File: src/rtl/i2cmbs_pkg.sv
// Shared types and constants of the I2C master bit sequencer.
`timescale 1ns / 1ps
`default_nettype none

package i2cmbs_pkg;

  // Request codes carried by req_type
  localparam logic [2:0] ReqStart   = 3'd0;
  localparam logic [2:0] ReqStop    = 3'd1;
  localparam logic [2:0] ReqWrite   = 3'd2;
  localparam logic [2:0] ReqWaitAck = 3'd3;
  localparam logic [2:0] ReqRead    = 3'd4;

  // Configuration register indexes
  localparam int unsigned CfgIdxW = 1;
  localparam logic [CfgIdxW-1:0] CfgTicksPerUnit = 1'b0;
  localparam logic [CfgIdxW-1:0] CfgAckPollLimit = 1'b1;

  // Register reset values
  localparam logic [15:0] TicksPerUnitReset = 16'd8;
  localparam logic [15:0] AckPollLimitReset = 16'd3000;

  // Configuration as seen by the sequencer
  typedef struct packed {
    logic [15:0] ticks_per_unit;
    logic [15:0] ack_poll_limit;
  } cfg_t;

  // Per-tick result of the sequencer
  typedef struct packed {
    logic       scl_level;
    logic       sda_level;
    logic       sda_drive_enable;
    logic       busy;
    logic       done;
    logic [7:0] read_data;
    logic       ack_failed;
  } res_t;

endpackage

`default_nettype wire

File: src/rtl/i2c_master_bit_sequencer.sv
// Top level of the I2C master bit sequencer: tick input stage and result stage.
`timescale 1ns / 1ps
`default_nettype none

// I2C master bit sequencer. Each transfer on the input channel is one tick of
// the bus timing and may carry a command (start, stop, write byte, wait for
// acknowledge, read byte with ack or nack) together with the sampled SDA level;
// each tick yields exactly one result transfer with the SCL level, the SDA
// latch and drive enable, busy, done, the read byte and the ack-failure flag.
// A tick is registered in the input stage, run through the single-tick phase
// logic and stored in the result register, from which its result is offered;
// one tick is taken in every cycle while the result side keeps up, and
// the input stage holds a tick only while the result register waits to be taken.
// Phase lengths are 8, 3 and 2 units of ticks_per_unit ticks. Configuration
// writes are always ready and must only be issued while the sequencer is idle.

module i2c_master_bit_sequencer (
  input  wire logic                           clk_i,
  input  wire logic                           rst_ni,
  // configuration write channel
  input  wire logic                           cfg_valid_i,
  output      logic                           cfg_ready_o,
  input  wire logic [i2cmbs_pkg::CfgIdxW-1:0] cfg_index_i,
  input  wire logic [15:0]                    cfg_data_i,
  // tick input channel
  input  wire logic                           in_valid_i,
  output      logic                           in_stall_o,
  input  wire logic                           cmd_valid_i,
  input  wire logic [2:0]                     req_type_i,
  input  wire logic [7:0]                     write_byte_i,
  input  wire logic                           send_ack_i,
  input  wire logic                           sda_sample_i,
  // result channel
  output      logic                           out_valid_o,
  input  wire logic                           out_stall_i,
  output      logic                           scl_level_o,
  output      logic                           sda_level_o,
  output      logic                           sda_drive_enable_o,
  output      logic                           busy_res_o,
  output      logic                           done_res_o,
  output      logic [7:0]                     read_data_o,
  output      logic                           ack_failed_o
);

  i2cmbs_pkg::cfg_t cfg;
  i2cmbs_pkg::res_t res;
  i2cmbs_pkg::res_t res_q;

  logic       in_valid_q;
  logic       cmd_valid_q;
  logic [2:0] req_type_q;
  logic [7:0] write_byte_q;
  logic       send_ack_q;
  logic       sda_sample_q;
  logic       out_valid_q;
  logic       out_free;
  logic       step;
  logic       in_take;

  assign cfg_ready_o = 1'b1;

  i2cmbs_cfg u_cfg (
    .clk_i       (clk_i),
    .rst_ni      (rst_ni),
    .cfg_valid_i (cfg_valid_i),
    .cfg_index_i (cfg_index_i),
    .cfg_data_i  (cfg_data_i),
    .cfg_o       (cfg)
  );

  // Handshake: process the held tick when the result register can take it
  assign out_free   = !out_valid_q || !out_stall_i;
  assign step       = in_valid_q && out_free;
  assign in_stall_o = in_valid_q && !out_free;
  assign in_take    = in_valid_i && !in_stall_o;

  i2cmbs_seq u_seq (
    .clk_i        (clk_i),
    .rst_ni       (rst_ni),
    .step_i       (step),
    .cfg_i        (cfg),
    .cmd_valid_i  (cmd_valid_q),
    .req_type_i   (req_type_q),
    .write_byte_i (write_byte_q),
    .send_ack_i   (send_ack_q),
    .sda_sample_i (sda_sample_q),
    .res_o        (res)
  );

  // Track occupancy of the input and result stages
  always_ff @(posedge clk_i or negedge rst_ni) begin
    if (!rst_ni) begin
      in_valid_q  <= 1'b0;
      out_valid_q <= 1'b0;
    end else begin
      if (in_take) begin
        in_valid_q <= 1'b1;
      end else if (step) begin
        in_valid_q <= 1'b0;
      end
      if (step) begin
        out_valid_q <= 1'b1;
      end else if (!out_stall_i) begin
        out_valid_q <= 1'b0;
      end
    end
  end

  // Hold the tick payload
  always_ff @(posedge clk_i) begin
    if (in_take) begin
      cmd_valid_q  <= cmd_valid_i;
      req_type_q   <= req_type_i;
      write_byte_q <= write_byte_i;
      send_ack_q   <= send_ack_i;
      sda_sample_q <= sda_sample_i;
    end
  end

  // Hold the result
  always_ff @(posedge clk_i) begin
    if (step) begin
      res_q <= res;
    end
  end

  assign out_valid_o        = out_valid_q;
  assign scl_level_o        = res_q.scl_level;
  assign sda_level_o        = res_q.sda_level;
  assign sda_drive_enable_o = res_q.sda_drive_enable;
  assign busy_res_o         = res_q.busy;
  assign done_res_o         = res_q.done;
  assign read_data_o        = res_q.read_data;
  assign ack_failed_o       = res_q.ack_failed;

  // A held tick stays until the result register frees up
  a_in_hold: assert property (@(posedge clk_i) disable iff (!rst_ni)
    in_valid_q && !out_free |=> in_valid_q)
    else $error("held tick lost");

  // A result stays while stalled and no tick overwrites it
  a_out_hold: assert property (@(posedge clk_i) disable iff (!rst_ni)
    out_valid_q && out_stall_i |-> !step)
    else $error("result overwritten while stalled");

  // A done result is never busy
  a_done_not_busy: assert property (@(posedge clk_i) disable iff (!rst_ni)
    out_valid_q && res_q.done |-> !res_q.busy)
    else $error("done while busy");

  // Read data and failure appear only with done
  a_flags_done: assert property (@(posedge clk_i) disable iff (!rst_ni)
    out_valid_q && !res_q.done |-> res_q.read_data == 8'd0 && !res_q.ack_failed)
    else $error("result flags without done");

endmodule

`default_nettype wire

File: src/rtl/i2cmbs_cfg.sv
// Configuration register file of the I2C master bit sequencer.
`timescale 1ns / 1ps
`default_nettype none

module i2cmbs_cfg (
  input  wire logic                          clk_i,
  input  wire logic                          rst_ni,
  input  wire logic                          cfg_valid_i,
  input  wire logic [i2cmbs_pkg::CfgIdxW-1:0] cfg_index_i,
  input  wire logic [15:0]                   cfg_data_i,
  output i2cmbs_pkg::cfg_t                   cfg_o
);

  logic [15:0] tpu_q;
  logic [15:0] poll_limit_q;

  // Take a register write on each transfer
  always_ff @(posedge clk_i or negedge rst_ni) begin
    if (!rst_ni) begin
      tpu_q        <= i2cmbs_pkg::TicksPerUnitReset;
      poll_limit_q <= i2cmbs_pkg::AckPollLimitReset;
    end else if (cfg_valid_i) begin
      case (cfg_index_i)
        i2cmbs_pkg::CfgTicksPerUnit: tpu_q        <= cfg_data_i;
        i2cmbs_pkg::CfgAckPollLimit: poll_limit_q <= cfg_data_i;
        default: ;
      endcase
    end
  end

  assign cfg_o.ticks_per_unit = tpu_q;
  assign cfg_o.ack_poll_limit = poll_limit_q;

endmodule

`default_nettype wire

File: src/rtl/i2cmbs_seq.sv
// Bus phase sequencer: state registers and single-tick next-state logic.
`timescale 1ns / 1ps
`default_nettype none

module i2cmbs_seq (
  input  wire logic             clk_i,
  input  wire logic             rst_ni,
  input  wire logic             step_i,
  input  wire i2cmbs_pkg::cfg_t cfg_i,
  input  wire logic             cmd_valid_i,
  input  wire logic [2:0]       req_type_i,
  input  wire logic [7:0]       write_byte_i,
  input  wire logic             send_ack_i,
  input  wire logic             sda_sample_i,
  output i2cmbs_pkg::res_t      res_o
);

  // Phase codes
  localparam logic [4:0] PhIdle    = 5'd0;
  localparam logic [4:0] PhStA     = 5'd1;
  localparam logic [4:0] PhStB     = 5'd2;
  localparam logic [4:0] PhStC     = 5'd3;
  localparam logic [4:0] PhStD     = 5'd4;
  localparam logic [4:0] PhSpA     = 5'd5;
  localparam logic [4:0] PhSpB     = 5'd6;
  localparam logic [4:0] PhSpC     = 5'd7;
  localparam logic [4:0] PhSpD     = 5'd8;
  localparam logic [4:0] PhWrSetup = 5'd9;
  localparam logic [4:0] PhWrData  = 5'd10;
  localparam logic [4:0] PhWrHigh  = 5'd11;
  localparam logic [4:0] PhWrLow   = 5'd12;
  localparam logic [4:0] PhAkRel   = 5'd13;
  localparam logic [4:0] PhAkHigh  = 5'd14;
  localparam logic [4:0] PhAkPoll  = 5'd15;
  localparam logic [4:0] PhRdLow   = 5'd16;
  localparam logic [4:0] PhRdHigh  = 5'd17;
  localparam logic [4:0] PhAcSetup = 5'd18;
  localparam logic [4:0] PhAcData  = 5'd19;
  localparam logic [4:0] PhAcHigh  = 5'd20;
  localparam logic [4:0] PhAcLow   = 5'd21;

  logic [4:0]  phase_q, phase_d;
  logic [3:0]  bit_idx_q, bit_idx_d;
  logic [7:0]  shift_q, shift_d;
  logic [19:0] delay_q, delay_d;
  logic [15:0] poll_q, poll_d;
  logic        scl_q, scl_d;
  logic        sda_q, sda_d;
  logic        drv_q, drv_d;
  logic        ack_q, ack_d;

  logic        done;
  logic        failed;
  logic [7:0]  rd;
  logic [15:0] tpu_eff;
  logic [19:0] dly8, dly3, dly2;
  logic [3:0]  bit_inc;

  // Phase lengths in ticks: a zero unit counts as one tick
  assign tpu_eff = (cfg_i.ticks_per_unit == 16'd0) ? 16'd1 : cfg_i.ticks_per_unit;
  assign dly8    = {1'b0, tpu_eff, 3'b000};
  assign dly2    = {3'b000, tpu_eff, 1'b0};
  assign dly3    = dly2 + {4'd0, tpu_eff};
  assign bit_inc = bit_idx_q + 4'd1;

  // Work out one tick
  always_comb begin
    phase_d   = phase_q;
    bit_idx_d = bit_idx_q;
    shift_d   = shift_q;
    delay_d   = delay_q;
    poll_d    = poll_q;
    scl_d     = scl_q;
    sda_d     = sda_q;
    drv_d     = drv_q;
    ack_d     = ack_q;
    done      = 1'b0;
    failed    = 1'b0;
    rd        = 8'd0;

    if (phase_q == PhIdle) begin
      if (cmd_valid_i && (req_type_i <= i2cmbs_pkg::ReqRead)) begin
        bit_idx_d = 4'd0;
        poll_d    = 16'd0;
        ack_d     = 1'b0;
        case (req_type_i)
          i2cmbs_pkg::ReqStart: begin
            sda_d   = 1'b1;
            phase_d = PhStA;
            delay_d = dly8;
          end
          i2cmbs_pkg::ReqStop: begin
            scl_d   = 1'b0;
            phase_d = PhSpA;
            delay_d = dly8;
          end
          i2cmbs_pkg::ReqWrite: begin
            shift_d = write_byte_i;
            scl_d   = 1'b0;
            drv_d   = 1'b1;
            phase_d = PhWrSetup;
            delay_d = dly3;
          end
          i2cmbs_pkg::ReqWaitAck: begin
            sda_d   = 1'b1;
            drv_d   = 1'b0;
            phase_d = PhAkRel;
            delay_d = dly2;
          end
          default: begin
            shift_d = 8'd0;
            ack_d   = send_ack_i;
            drv_d   = 1'b0;
            scl_d   = 1'b0;
            phase_d = PhRdLow;
            delay_d = dly3;
          end
        endcase
      end
    end else if (phase_q == PhAkPoll) begin
      // Poll SDA while SCL is high; give up with a stop past the limit
      if (!sda_sample_i) begin
        scl_d = 1'b0;
        done  = 1'b1;
      end else if (poll_q >= cfg_i.ack_poll_limit) begin
        ack_d   = 1'b1;
        scl_d   = 1'b0;
        phase_d = PhSpA;
        delay_d = dly8;
      end else begin
        poll_d = poll_q + 16'd1;
      end
    end else if (delay_q > 20'd1) begin
      delay_d = delay_q - 20'd1;
    end else begin
      // End of phase: apply the pins of the next one
      case (phase_q)
        PhStA: begin
          scl_d = 1'b1; drv_d = 1'b1; phase_d = PhStB; delay_d = dly8;
        end
        PhStB: begin
          sda_d = 1'b0; phase_d = PhStC; delay_d = dly8;
        end
        PhStC: begin
          scl_d = 1'b0; phase_d = PhStD; delay_d = dly8;
        end
        PhStD: done = 1'b1;
        PhSpA: begin
          sda_d = 1'b0; drv_d = 1'b1; phase_d = PhSpB; delay_d = dly8;
        end
        PhSpB: begin
          scl_d = 1'b1; phase_d = PhSpC; delay_d = dly8;
        end
        PhSpC: begin
          sda_d = 1'b1; phase_d = PhSpD; delay_d = dly8;
        end
        PhSpD: begin
          failed = ack_q;
          done   = 1'b1;
        end
        PhWrSetup: begin
          sda_d   = shift_q[7];
          shift_d = {shift_q[6:0], 1'b0};
          phase_d = PhWrData;
          delay_d = dly3;
        end
        PhWrData: begin
          scl_d = 1'b1; phase_d = PhWrHigh; delay_d = dly3;
        end
        PhWrHigh: begin
          scl_d = 1'b0; phase_d = PhWrLow; delay_d = dly3;
        end
        PhWrLow: begin
          bit_idx_d = bit_inc;
          if (bit_inc[3]) begin
            done = 1'b1;
          end else begin
            sda_d   = shift_q[7];
            shift_d = {shift_q[6:0], 1'b0};
            phase_d = PhWrData;
            delay_d = dly3;
          end
        end
        PhAkRel: begin
          scl_d = 1'b1; phase_d = PhAkHigh; delay_d = dly2;
        end
        PhAkHigh: begin
          phase_d = PhAkPoll;
          delay_d = 20'd0;
          poll_d  = 16'd0;
        end
        PhRdLow: begin
          // Sample SDA as SCL rises
          scl_d   = 1'b1;
          shift_d = {shift_q[6:0], sda_sample_i};
          phase_d = PhRdHigh;
          delay_d = dly2;
        end
        PhRdHigh: begin
          bit_idx_d = bit_inc;
          scl_d     = 1'b0;
          if (!bit_inc[3]) begin
            phase_d = PhRdLow;
            delay_d = dly3;
          end else begin
            drv_d   = 1'b1;
            phase_d = PhAcSetup;
            delay_d = dly3;
          end
        end
        PhAcSetup: begin
          sda_d = ~ack_q; phase_d = PhAcData; delay_d = dly3;
        end
        PhAcData: begin
          scl_d = 1'b1; phase_d = PhAcHigh; delay_d = dly3;
        end
        PhAcHigh: begin
          scl_d = 1'b0; phase_d = PhAcLow; delay_d = dly3;
        end
        PhAcLow: begin
          rd   = shift_q;
          done = 1'b1;
        end
        default: done = 1'b1;
      endcase
    end

    if (done) begin
      phase_d = PhIdle;
      delay_d = 20'd0;
    end
  end

  // Advance the state on each processed tick
  always_ff @(posedge clk_i or negedge rst_ni) begin
    if (!rst_ni) begin
      phase_q   <= PhIdle;
      bit_idx_q <= 4'd0;
      shift_q   <= 8'd0;
      delay_q   <= 20'd0;
      poll_q    <= 16'd0;
      scl_q     <= 1'b1;
      sda_q     <= 1'b1;
      drv_q     <= 1'b1;
      ack_q     <= 1'b0;
    end else if (step_i) begin
      phase_q   <= phase_d;
      bit_idx_q <= bit_idx_d;
      shift_q   <= shift_d;
      delay_q   <= delay_d;
      poll_q    <= poll_d;
      scl_q     <= scl_d;
      sda_q     <= sda_d;
      drv_q     <= drv_d;
      ack_q     <= ack_d;
    end
  end

  assign res_o.scl_level        = scl_d;
  assign res_o.sda_level        = sda_d;
  assign res_o.sda_drive_enable = drv_d;
  assign res_o.busy             = (phase_d != PhIdle);
  assign res_o.done             = done;
  assign res_o.read_data        = rd;
  assign res_o.ack_failed       = failed;

  // A finished command leaves the sequencer idle
  a_done_idle: assert property (@(posedge clk_i) disable iff (!rst_ni)
    step_i && done |=> phase_q == PhIdle)
    else $error("sequencer not idle after done");

  // The bit counter never runs past a full byte
  a_bit_bound: assert property (@(posedge clk_i) disable iff (!rst_ni)
    bit_idx_q <= 4'd8)
    else $error("bit index past eight");

  // A timeout is only reported at the end of a stop
  a_fail_stop: assert property (@(posedge clk_i) disable iff (!rst_ni)
    failed |-> phase_q == PhSpD && done)
    else $error("ack failure outside stop end");

endmodule

`default_nettype wire
File: config.mk
export PLATFORM = sky130hd
export DESIGN_NAME = i2c_master_bit_sequencer
export DESIGN_NICKNAME = d
export VERILOG_FILES = /design/src/rtl/i2cmbs_pkg.sv /design/src/rtl/i2c_master_bit_sequencer.sv /design/src/rtl/i2cmbs_cfg.sv /design/src/rtl/i2cmbs_seq.sv
export SDC_FILE = /design/constraint.sdc
export NUM_CORES = 1
export LEC_CHECK = 0
export ABC_CLOCK_PERIOD_IN_PS = 6300
export BUFFER_PORTS_ARGS = -buffer_cell sky130_fd_sc_hd__buf_4
export CAP_MARGIN = 20
export CORE_MARGIN = 2
export CORE_UTILIZATION = 60
export DETAILED_ROUTE_END_ITERATION = 6
export PLACE_DENSITY = 0.9
export SLEW_MARGIN = 10
export SYNTH_ARGS = -nofsm -noshare
export SYNTH_HDL_FRONTEND = slang
export SYNTH_SLANG_ARGS = --single-unit
File: constraint.sdc
create_clock -name clk_i -period 6.3 [get_ports clk_i]
set_input_delay 1.26 -clock clk_i [delete_from_list [all_inputs] [get_ports clk_i]]
set_output_delay 1.26 -clock clk_i [all_outputs]
set_load 0.1 [all_outputs]
# Word level (Yosys, flattened, before mapping)
# Cells that the tools add are included.
# Widths: inputs -> output; s select.
# op_classes
n_bitwise	4
reduce_logical	43
n_lt_le_gt_ge	3
n_eq_ne	36
mux	79
addsub	4
# ops
op	n
$mux 20	8
$mux 16	8
$pmux 20 s5	1
$pmux 5 s17	1
$eq 5x4->1 const B	8
$mux 5	8
$mux 8	5
$pmux 20 s2	1
$mux 1	33
$eq 5x5->1 const B	6
$pmux 8 s3	1
$gt 20x1->1 const B	1
$mux 4	5
$pmux 5 s4	1
$sub 20x1->20 const B	1
$add 17x16->18	1
$add 16x1->16 const B	1
$ge 16x16->1	1
$logic_not 16->1	1
$pmux 8 s2	1
$reduce_or 16->1	1
$reduce_or 4->1	4
$eq 5x3->1 const B	3
$reduce_and 6->1	2
34 further kinds	66
# totals
wordCells	194
in_bits	36
out_inout_bits	17
reg_bits	119

# Depth between registers and ports, before layout
# Gate-level depths: netlist of the first run.
# depth
depth_word	9
ltp_mapped	15
depth_no_buf	14

# Modules after synthesis
# From an unflattened synthesis of the first run, not the netlist that was laid out.
# unflattened
hier_cells	971
area_unflattened_um2	8563.2
# by_module_without_submodules
module	n_inst	area_per_inst_um2	cells_each	seq_area_each_um2
i2cmbs_seq	1	6356.1	864	1430.1
i2cmbs_cfg	1	1262.5	69	810.8
i2c_master_bit_sequencer	1	944.7	38	890.9

# Worst setup path after synthesis of the first run
# Ideal clock, no wire load.
# synth_timing
path_type	reg2reg
start	reg u_cfg.tpu_q[13]
end	reg u_seq.delay_q[10]
stages_incl_launch_ff	16
setup_ns	0.132
period_less_slack_ns	3.862
setup_slack_ns	2.438
required_ns	6.168
arrival_ns	3.730
path_buffers	2
cell_sequence	dfrtp_1 -> inv_1 -> ha_1 -> nand4_1 -> nor4_1 -> clkbuf_1 -> clkbuf_1 -> nor2_1 -> ha_1 -> and2_1 -> a221o_1 -> o221a_2 -> or3_1 -> a311o_1 -> nand3_1 -> o21ai_1
# synth_via
elab_chain_len	9
word_cells_on_any_way	13
classes_between	1 x add/sub; 11 x mux; 1 x reduce/logical
# synth_lines
element	line	source
from (decl)	i2cmbs_cfg.sv:14	logic [15:0] tpu_q;
from (signal assigned)	i2cmbs_cfg.sv:20	tpu_q <= i2cmbs_pkg::TicksPerUnitReset;
from (signal assigned)	i2cmbs_cfg.sv:24	i2cmbs_pkg::CfgTicksPerUnit: tpu_q <= cfg_data_i;
$logic_not 16->1 *	i2cmbs_seq.sv:60	assign tpu_eff = (cfg_i.ticks_per_unit == 16'd0) ? 16'd1 : cfg_i.ticks_per_unit;
$mux 16 *	i2cmbs_seq.sv:60	
$add 17x16->18	i2cmbs_seq.sv:63	assign dly3 = dly2 + {4'd0, tpu_eff};
$mux 20	i2cmbs_seq.sv:175	if (bit_inc[3]) begin
$pmux 20 s5	i2cmbs_seq.sv:137	case (phase_q)
$mux 20	i2cmbs_seq.sv:133	end else if (delay_q > 20'd1) begin
$mux 20	i2cmbs_seq.sv:120	end else if (phase_q == PhAkPoll) begin
$mux 20 *	i2cmbs_seq.sv:81	if (phase_q == PhIdle) begin
$mux 20 *	i2cmbs_seq.sv:228	if (done) begin
to (signal assigned)	i2cmbs_seq.sv:250	delay_q <= delay_d;
to (decl)	i2cmbs_seq.sv:45	logic [19:0] delay_q, delay_d;
# Every way passes the cells marked *; elsewhere a longest branch is shown, timed or not. The select of a mux whose other input is x is not followed.
# A chain may end at the register's enable or synchronous reset.

# Final worst setup path of the first run
# layout_timing
start	reg u_cfg.tpu_q[10]
end	reg u_seq.delay_q[11]
# layout_via
elab_chain_len	9
word_cells_on_any_way	13
classes_between	1 x add/sub; 11 x mux; 1 x reduce/logical
# layout_lines
element	line
$logic_not 16->1	i2cmbs_seq.sv:60
$mux 16 *	i2cmbs_seq.sv:60
$add 17x16->18	i2cmbs_seq.sv:63
$mux 20	i2cmbs_seq.sv:175
$pmux 20 s5	i2cmbs_seq.sv:137
$mux 20	i2cmbs_seq.sv:133
$mux 20	i2cmbs_seq.sv:120
$mux 20 *	i2cmbs_seq.sv:81
$mux 20 *	i2cmbs_seq.sv:228
# Marked as above.

==> results.toml, run 1 <==
[timing]
fin_worst_skew_ps = 8.54
timing.final.hold_violations = 0
finalCriticalPeriod_ps = 4210
slew_violations = 0
fmax_ghz = 0.237
finalHoldWorstSlack_ps = 491
min_period_over_period_pct = 66.8
relSlewSlack_pct = 24.6
setup_viol = 0
setup-tns-final_ps = 0
rsz0062_at_grt = "no"
worstMarginPinSlew_ps = 1120

[routing]
vias = 8481
final_antenna_net_count = 0
drc_errors = 0
post_drt_wl_per_cell_um = 22.5
wl_um = 27300
vias_per_cell = 7.00
drt_iter0_drc = 1404
first_pass_iters = 6

[clock_network]
cts.sinks = 119
htreeDepth = 4
numCtsBuffers = 17
path_clk_slew_ps = 60
ctsHoldBuffers = 0
cts_root_buf = "clkbuf_16"
cts.repair.resized = 0
post_cts_buffers = 0
cts_buffer_depth = 2
clk_latency_ps = 430
cts_tree = "built"

[worst_setup_path]
endpoint_kind = "flip-flop"
arrival_ps = 4530
crit_top_cell = "ha_1"
critPathMaxStageDelay_ps = 680
timing.rr.start = "u_cfg.tpu_q[10]"
crit_chain = "inv_1 > ha_1 > nand4_1 > nor4_2 > buf_4 > nor2_1 > ha_1 > o21a_1 > o31a_1 > o2111a_1 > or3_1 > a311oi_1 > o21ai_1 > a32o_1"
cp-start-kind = "flip-flop"
crit_required_ps = 6620
crit_start = "u_cfg.tpu_q[10]"
setup.worst_path.class = "flip-flop to flip-flop"
cp_max_fo = 14
reg2reg_depth = 14
r2r_slack_ps = 2090
r2r_end = "u_seq.delay_q[11]"
cp_slowest_cell = "nor4_2"

[run_status]
status = "completed"

[die]
io-pin-count = 53
die_x_um = 124
core.rowCount = 43
die_h_um = 124
design.die.area_mm2 = 0.0153
start_util_pct = 61.7
fp.coreArea_mm2 = 0.0139

[global_route]
grt_pass1_wl_um = 43100
antenna_found_initial = 1
grt_overflow = 0
grt_max_degree = 52
grt_usage_pct = 37.2
grt_pass1_vias = 7968

[placement]
place_congestion = 1.02
hpwlAfterDp_um = 19200
place_area_mm2 = 0.00906
port-buffer-count = 51

[layout]
area_growth_pct = 12.4
fin_area_mm2 = 0.00966
finalCoreUtilization_pct = 69.3
fin_nets = 1097
fillers = 1050
layout-drive-gt1-share_pct = 14.6

[synthesis]
ys_async_sr_fraction_pct = 76.5
syn_area_mm2 = 0.00859
ys_ff_latch = 119
synth_nets = 1071
syn_inst = 992
ys.flop_type = "dfrtp_1"
yosysWarningCount = 0
synth_area_per_cell_um2 = 8.66
yosysUniqueCellTypes = 87
synth_edf_count = 28
ys_seq_area_share_pct = 36.4

[min_path]
whs_endpoint = "u_seq.scl_q"
holdPathStages = 2
hold_start = "u_seq.scl_q"
hp-class = "flip-flop to flip-flop"

[power_and_ir_drop]
ir_drop_mv = 0.212
p_per_area_mw_per_mm2 = 407
cellLeakagePower_nw = 4.06
power_mw = 3.93

[run]
drv_cap = 0
[Yosys cell counts, drive strengths merged (16+ instances only)]
library cell  number  area, µm²
o211ai            16        120
a21oi             54        278
xor2              20        175
clkbuf            43        161
inv               45        169
edfxtp            28        841
nand3             26        130
nand2            100        380
o21ai             86        430
mux2              21        236
dfrtp             80       2000
a31oi             20        125
nor2              94        353
and2              21        134
o31ai             19        163
ha                42        526
[sequential cells by signal (all words and copies together), names as in the netlist, 3 cells and up]
register	cells
u_cfg.poll_limit_q	16
req_type_q	3
u_seq.poll_q	16
u_seq.shift_q	8
u_seq.phase_q	5
u_seq.delay_q	20
read_data_o	8
u_cfg.tpu_q	16
u_seq.bit_idx_q	4
write_byte_q	8
[through the flow]
stage          setup slack (ps)  std cells
2_1_floorplan              2440        992
3_3_place_gp               2300       1178
3_5_place_dp               2170       1179
4_1_cts                    2140       1211
5_1_grt                    1690       1212
6_report                   2090       1212
[where the power goes]
| part | total [mW] | internal (mW) | switching, mW |
|---|---|---|---|
| logic | 1.74 | 0.620 | 1.12 |
| clock network | 0.995 | 0.592 | 0.403 |
| registers | 1.19 | 0.954 | 0.240 |
[area by class of cell]
type	count	area [µm²]	area share (%)
well taps	180	225	2.33
clock buffers	18	429	4.44
multi-input cells	772	5060	52.4
flip-flops and latches	119	3130	32.4
clock inverters	14	163	1.68
repair buffers	63	480	4.98
inverters	45	169	1.75
diodes	1	2.50	0.0259
[logic make-up (layout without fill, tap and decap cells)]
| kind of cell | after synthesis | in the layout | share of synthesized area [%] |
|---|---|---|---|
| other | 1 | 2 | 0.0436 |
| adder cells (fa/ha/maj) | 43 | 43 | 6.35 |
| AO/OA/AOI/OAI | 317 | 317 | 25.1 |
| flip-flops | 119 | 119 | 36.4 |
| multiplexers | 24 | 24 | 3.10 |
| buffers and inverters | 101 | 140 | 4.82 |
| AND/OR/NAND/NOR | 356 | 356 | 21.0 |
| XOR/XNOR | 31 | 31 | 3.16 |
[routing by layer]
layer / share of wire, % / GRT usage (%)
met2: 46 / 56.8
met5: 0 / 0
met3: 12 / 10.3
met4: 3.5 / 13.6
met1: 39 / 50.8
[worst max-delay path: cells and delay by family (launching register included)]
family	cells	cell delay, ps
AO/OA/AOI/OAI	6	1320
AND/OR/NAND/NOR	4	1300
adder cells (fa/ha/maj)	2	540
buffers and inverters	2	480
flip-flops	1	440
[cells in the final DEF, fill, tap and decap left out, types with 7 or more instances in the layout]
master	count
a211oi_1	10
a21o_1	9
a21oi_1	52
a221oi_1	8
a22oi_1	14
a31oi_1	20
and2_1	20
and3_1	8
buf_4	62
clkbuf_16	17
dfrtp_1	80
dfstp_2	11
edfxtp_1	28
ha_1	42
inv_1	44
mux2_2	20
nand2_1	98
nand2b_1	15
nand3_1	26
nand4_1	10
nor2_1	94
nor2b_1	9
nor3_1	14
nor4_1	11
o211ai_1	16
o21a_1	8
o21ai_0	62
o21ai_1	24
o221ai_1	7
o22ai_1	7
o31ai_1	15
or4_1	9
xnor2_1	11
xor2_1	20
[worst max path at each step]
stage                        end  slack [ps]  cells after the start
2_1_floorplan  u_seq.delay_q[10]        2440                     15
3_3_place_gp   u_seq.delay_q[10]        2300                     14
3_5_place_dp   u_seq.delay_q[11]        2170                     14
4_1_cts        u_seq.delay_q[11]        2140                     14
5_1_grt        u_seq.delay_q[15]        1690                     14
6_report       u_seq.delay_q[11]        2090                     14
No activity file was read; power rests on OpenSTA's default activity.
==> run 2, diff against run 1 <==
Settings changed: ABC_CLOCK_PERIOD_IN_PS 6300 to 3600, CORE_UTILIZATION 60 to 56, PLACE_DENSITY 0.9 to 0.88.
Clock period 6.3 ns to 3.6 ns, I/O delays scaled along.
==> run 2 against run 1 <==
Effect of this change: design area increased by 5.2%; non-clock buffer count up 50; fmax up 19%; global-route usage down 3.1 points; flip-flop and latch count unchanged; register-to-register slack got worse by 2000 ps.
==> results.toml, run 2 (synthesis gave the netlist of run 1 again) <==
[die]
start_util_pct = 56.9
io-pin-count = 53
fp.coreArea_mm2 = 0.0151
die_h_um = 128
design.die.area_mm2 = 0.0164
die_x_um = 128
core.rowCount = 45

[clock_network]
cts.sinks = 119
cts_tree = "built"
path_clk_slew_ps = 60
cts_buffer_depth = 2
numCtsBuffers = 17
cts_root_buf = "clkbuf_16"
clk_latency_ps = 430
htreeDepth = 4

[routing]
vias = 8648
post_drt_wl_per_cell_um = 21.9
vias_per_cell = 6.81
wl_um = 27800
final_antenna_net_count = 0
first_pass_iters = 6
drt_iter0_drc = 1120
drc_errors = 0

[layout]
multi_input_area_mm2 = 0.00520
regArea_mm2 = 0.00313
largest-register = "u_seq.delay_q"
fin_nets = 1147
finalCoreUtilization_pct = 67.3
final_common_cell = "buf_4"
fillers = 1154
most-common-layout-cells = "109 x buf_4, 98 x nand2_1, 87 x nor2_1"
layout-drive-gt1-share_pct = 21.7
largest_reg_flops = 20
antenna_cells = 0
area_growth_pct = 18.2
fin_cells = 1269

[worst_setup_path]
arrival_ps = 3860
cp-start-kind = "flip-flop"
cp_max_fo = 6
endpoint_kind = "flip-flop"
timing.rr.start = "u_cfg.tpu_q[8]"
setup.worst_path.class = "flip-flop to flip-flop"
crit_required_ps = 3920
crit_start = "u_cfg.tpu_q[8]"

[timing]
finalCriticalPeriod_ps = 3540
relSlewSlack_pct = 37.5
rsz0062_at_grt = "yes"
fin_worst_skew_ps = 8.66
min_period_over_period_pct = 98.3
setup_viol = 0
worstMarginPinSlew_ps = 928
slew_violations = 0
fmax_ghz = 0.283
timing.final.hold_violations = 0
setup-tns-final_ps = 0

[run]
drv_cap = 0

[power_and_ir_drop]
sequentialPowerShare_pct = 28.8
ir_drop_mv = 0.401
pwr-share-clk_pct = 23.2
power.internal_mw = 3.88
cellLeakagePower_nw = 4.28
p_switching_mw = 3.08
power_frac_comb_pct = 48.0
swShare_pct = 44.3
p_per_area_mw_per_mm2 = 685

[global_route]
grt_pass1_wl_um = 43600
grt_usage_pct = 34.1
grt_pass1_vias = 8220
grt_max_degree = 61
grt_overflow = 0
antenna_found_initial = 0

[placement]
post-place-cells = 1223
port-buffer-count = 51
place_congestion = 1.01
hpwlAfterDp_um = 19600

[run_status]
status = "completed"

[min_path]
hp-class = "input pin to asynchronous set/reset pin"
## run 2: cell count changes in the layout (fill, tap and decap cells not counted), sizes merged
cell      previous run  this run
inv                 51        49
diode                1         0
clkinv               5         7
clkinvlp             1         3
clkbuf              18        17
buf                 63       113
bufinv               2         1
## run 2: worst paths after layout
path,to,slack (ps),depth (start not counted)
min in group clk_i,write_byte_q[2],470,1
setup reg to reg,u_seq.delay_q[11],60,14
hold / removal,u_cfg.poll_limit_q[12],370,1
max in group asynchronous,u_seq.delay_q[4],2550,2
setup / recovery,u_seq.delay_q[11],60,14
hold reg to reg,u_seq.scl_q,480,2
## run 2: critical path, cell delays in order, from the launching register on
cell	delay, ps
dfrtp_1	400
inv_2	90
ha_4	130
nand4_1	160
nor4_2	360
buf_4	240
buf_6	120
nor2_4	30
ha_4	230
a2111o_1	450
o2111a_1	270
or3_4	330
a311oi_2	270
o21ai_1	100
a32o_1	250
## run 2: layout make-up
cell class	count	share of cell area [%]
clock buffer	17	4.19
timing repair buffer	113	8.52
tap	188	2.32
clock inverter	15	1.26
sequential	119	30.8
multi-input combinational	772	51.2
inverter	45	1.66
## run 2: through the flow
step	instance area, µm²	power (mW)	worst slack [ps]	hold WS [ps]
after floorplan	8600	4.15	0.941	424
after global placement	9350	5.06	195	461
after detailed placement	9350	5.10	-3.34	472
after CTS	9900	6.72	49.9	401
after global routing	10200	7.28	-37.0	450
final	10200	6.96	61.0	373
## run 2: layer usage
metal | up-vias | global-route usage (%) | wire length [µm]
met1 | 4105 | 47.0 | 11200
met3 | 125 | 7.72 | 2710
met5 | - | 0 | 0
met4 | 0 | 15.6 | 1320
met2 | 563 | 51.5 | 12500
li1 | 3855 | - | -
## run 2: power groups by stage
stage | sequential [mW] | clock, mW | combinational (mW)
6_report | 2.00 | 1.62 | 3.34
5_1_grt | 2.02 | 1.68 | 3.58
4_1_cts | 1.98 | 1.61 | 3.13
3_5_place_dp | 2.00 | 0 | 3.10
3_3_place_gp | 1.98 | 0 | 3.08
2_1_floorplan | 1.98 | 0 | 2.16
## run 2: repair_timing
item / 4_1_cts / 5_1_grt
pin swaps: 0 / 13
gates cloned: 0 / 1
resized for setup: 1 / 44
setup endpoints to repair: 2 / 9
setup buffers: 0 / 13
hold endpoints to repair: 0 / 0
hold buffers: 0 / 0
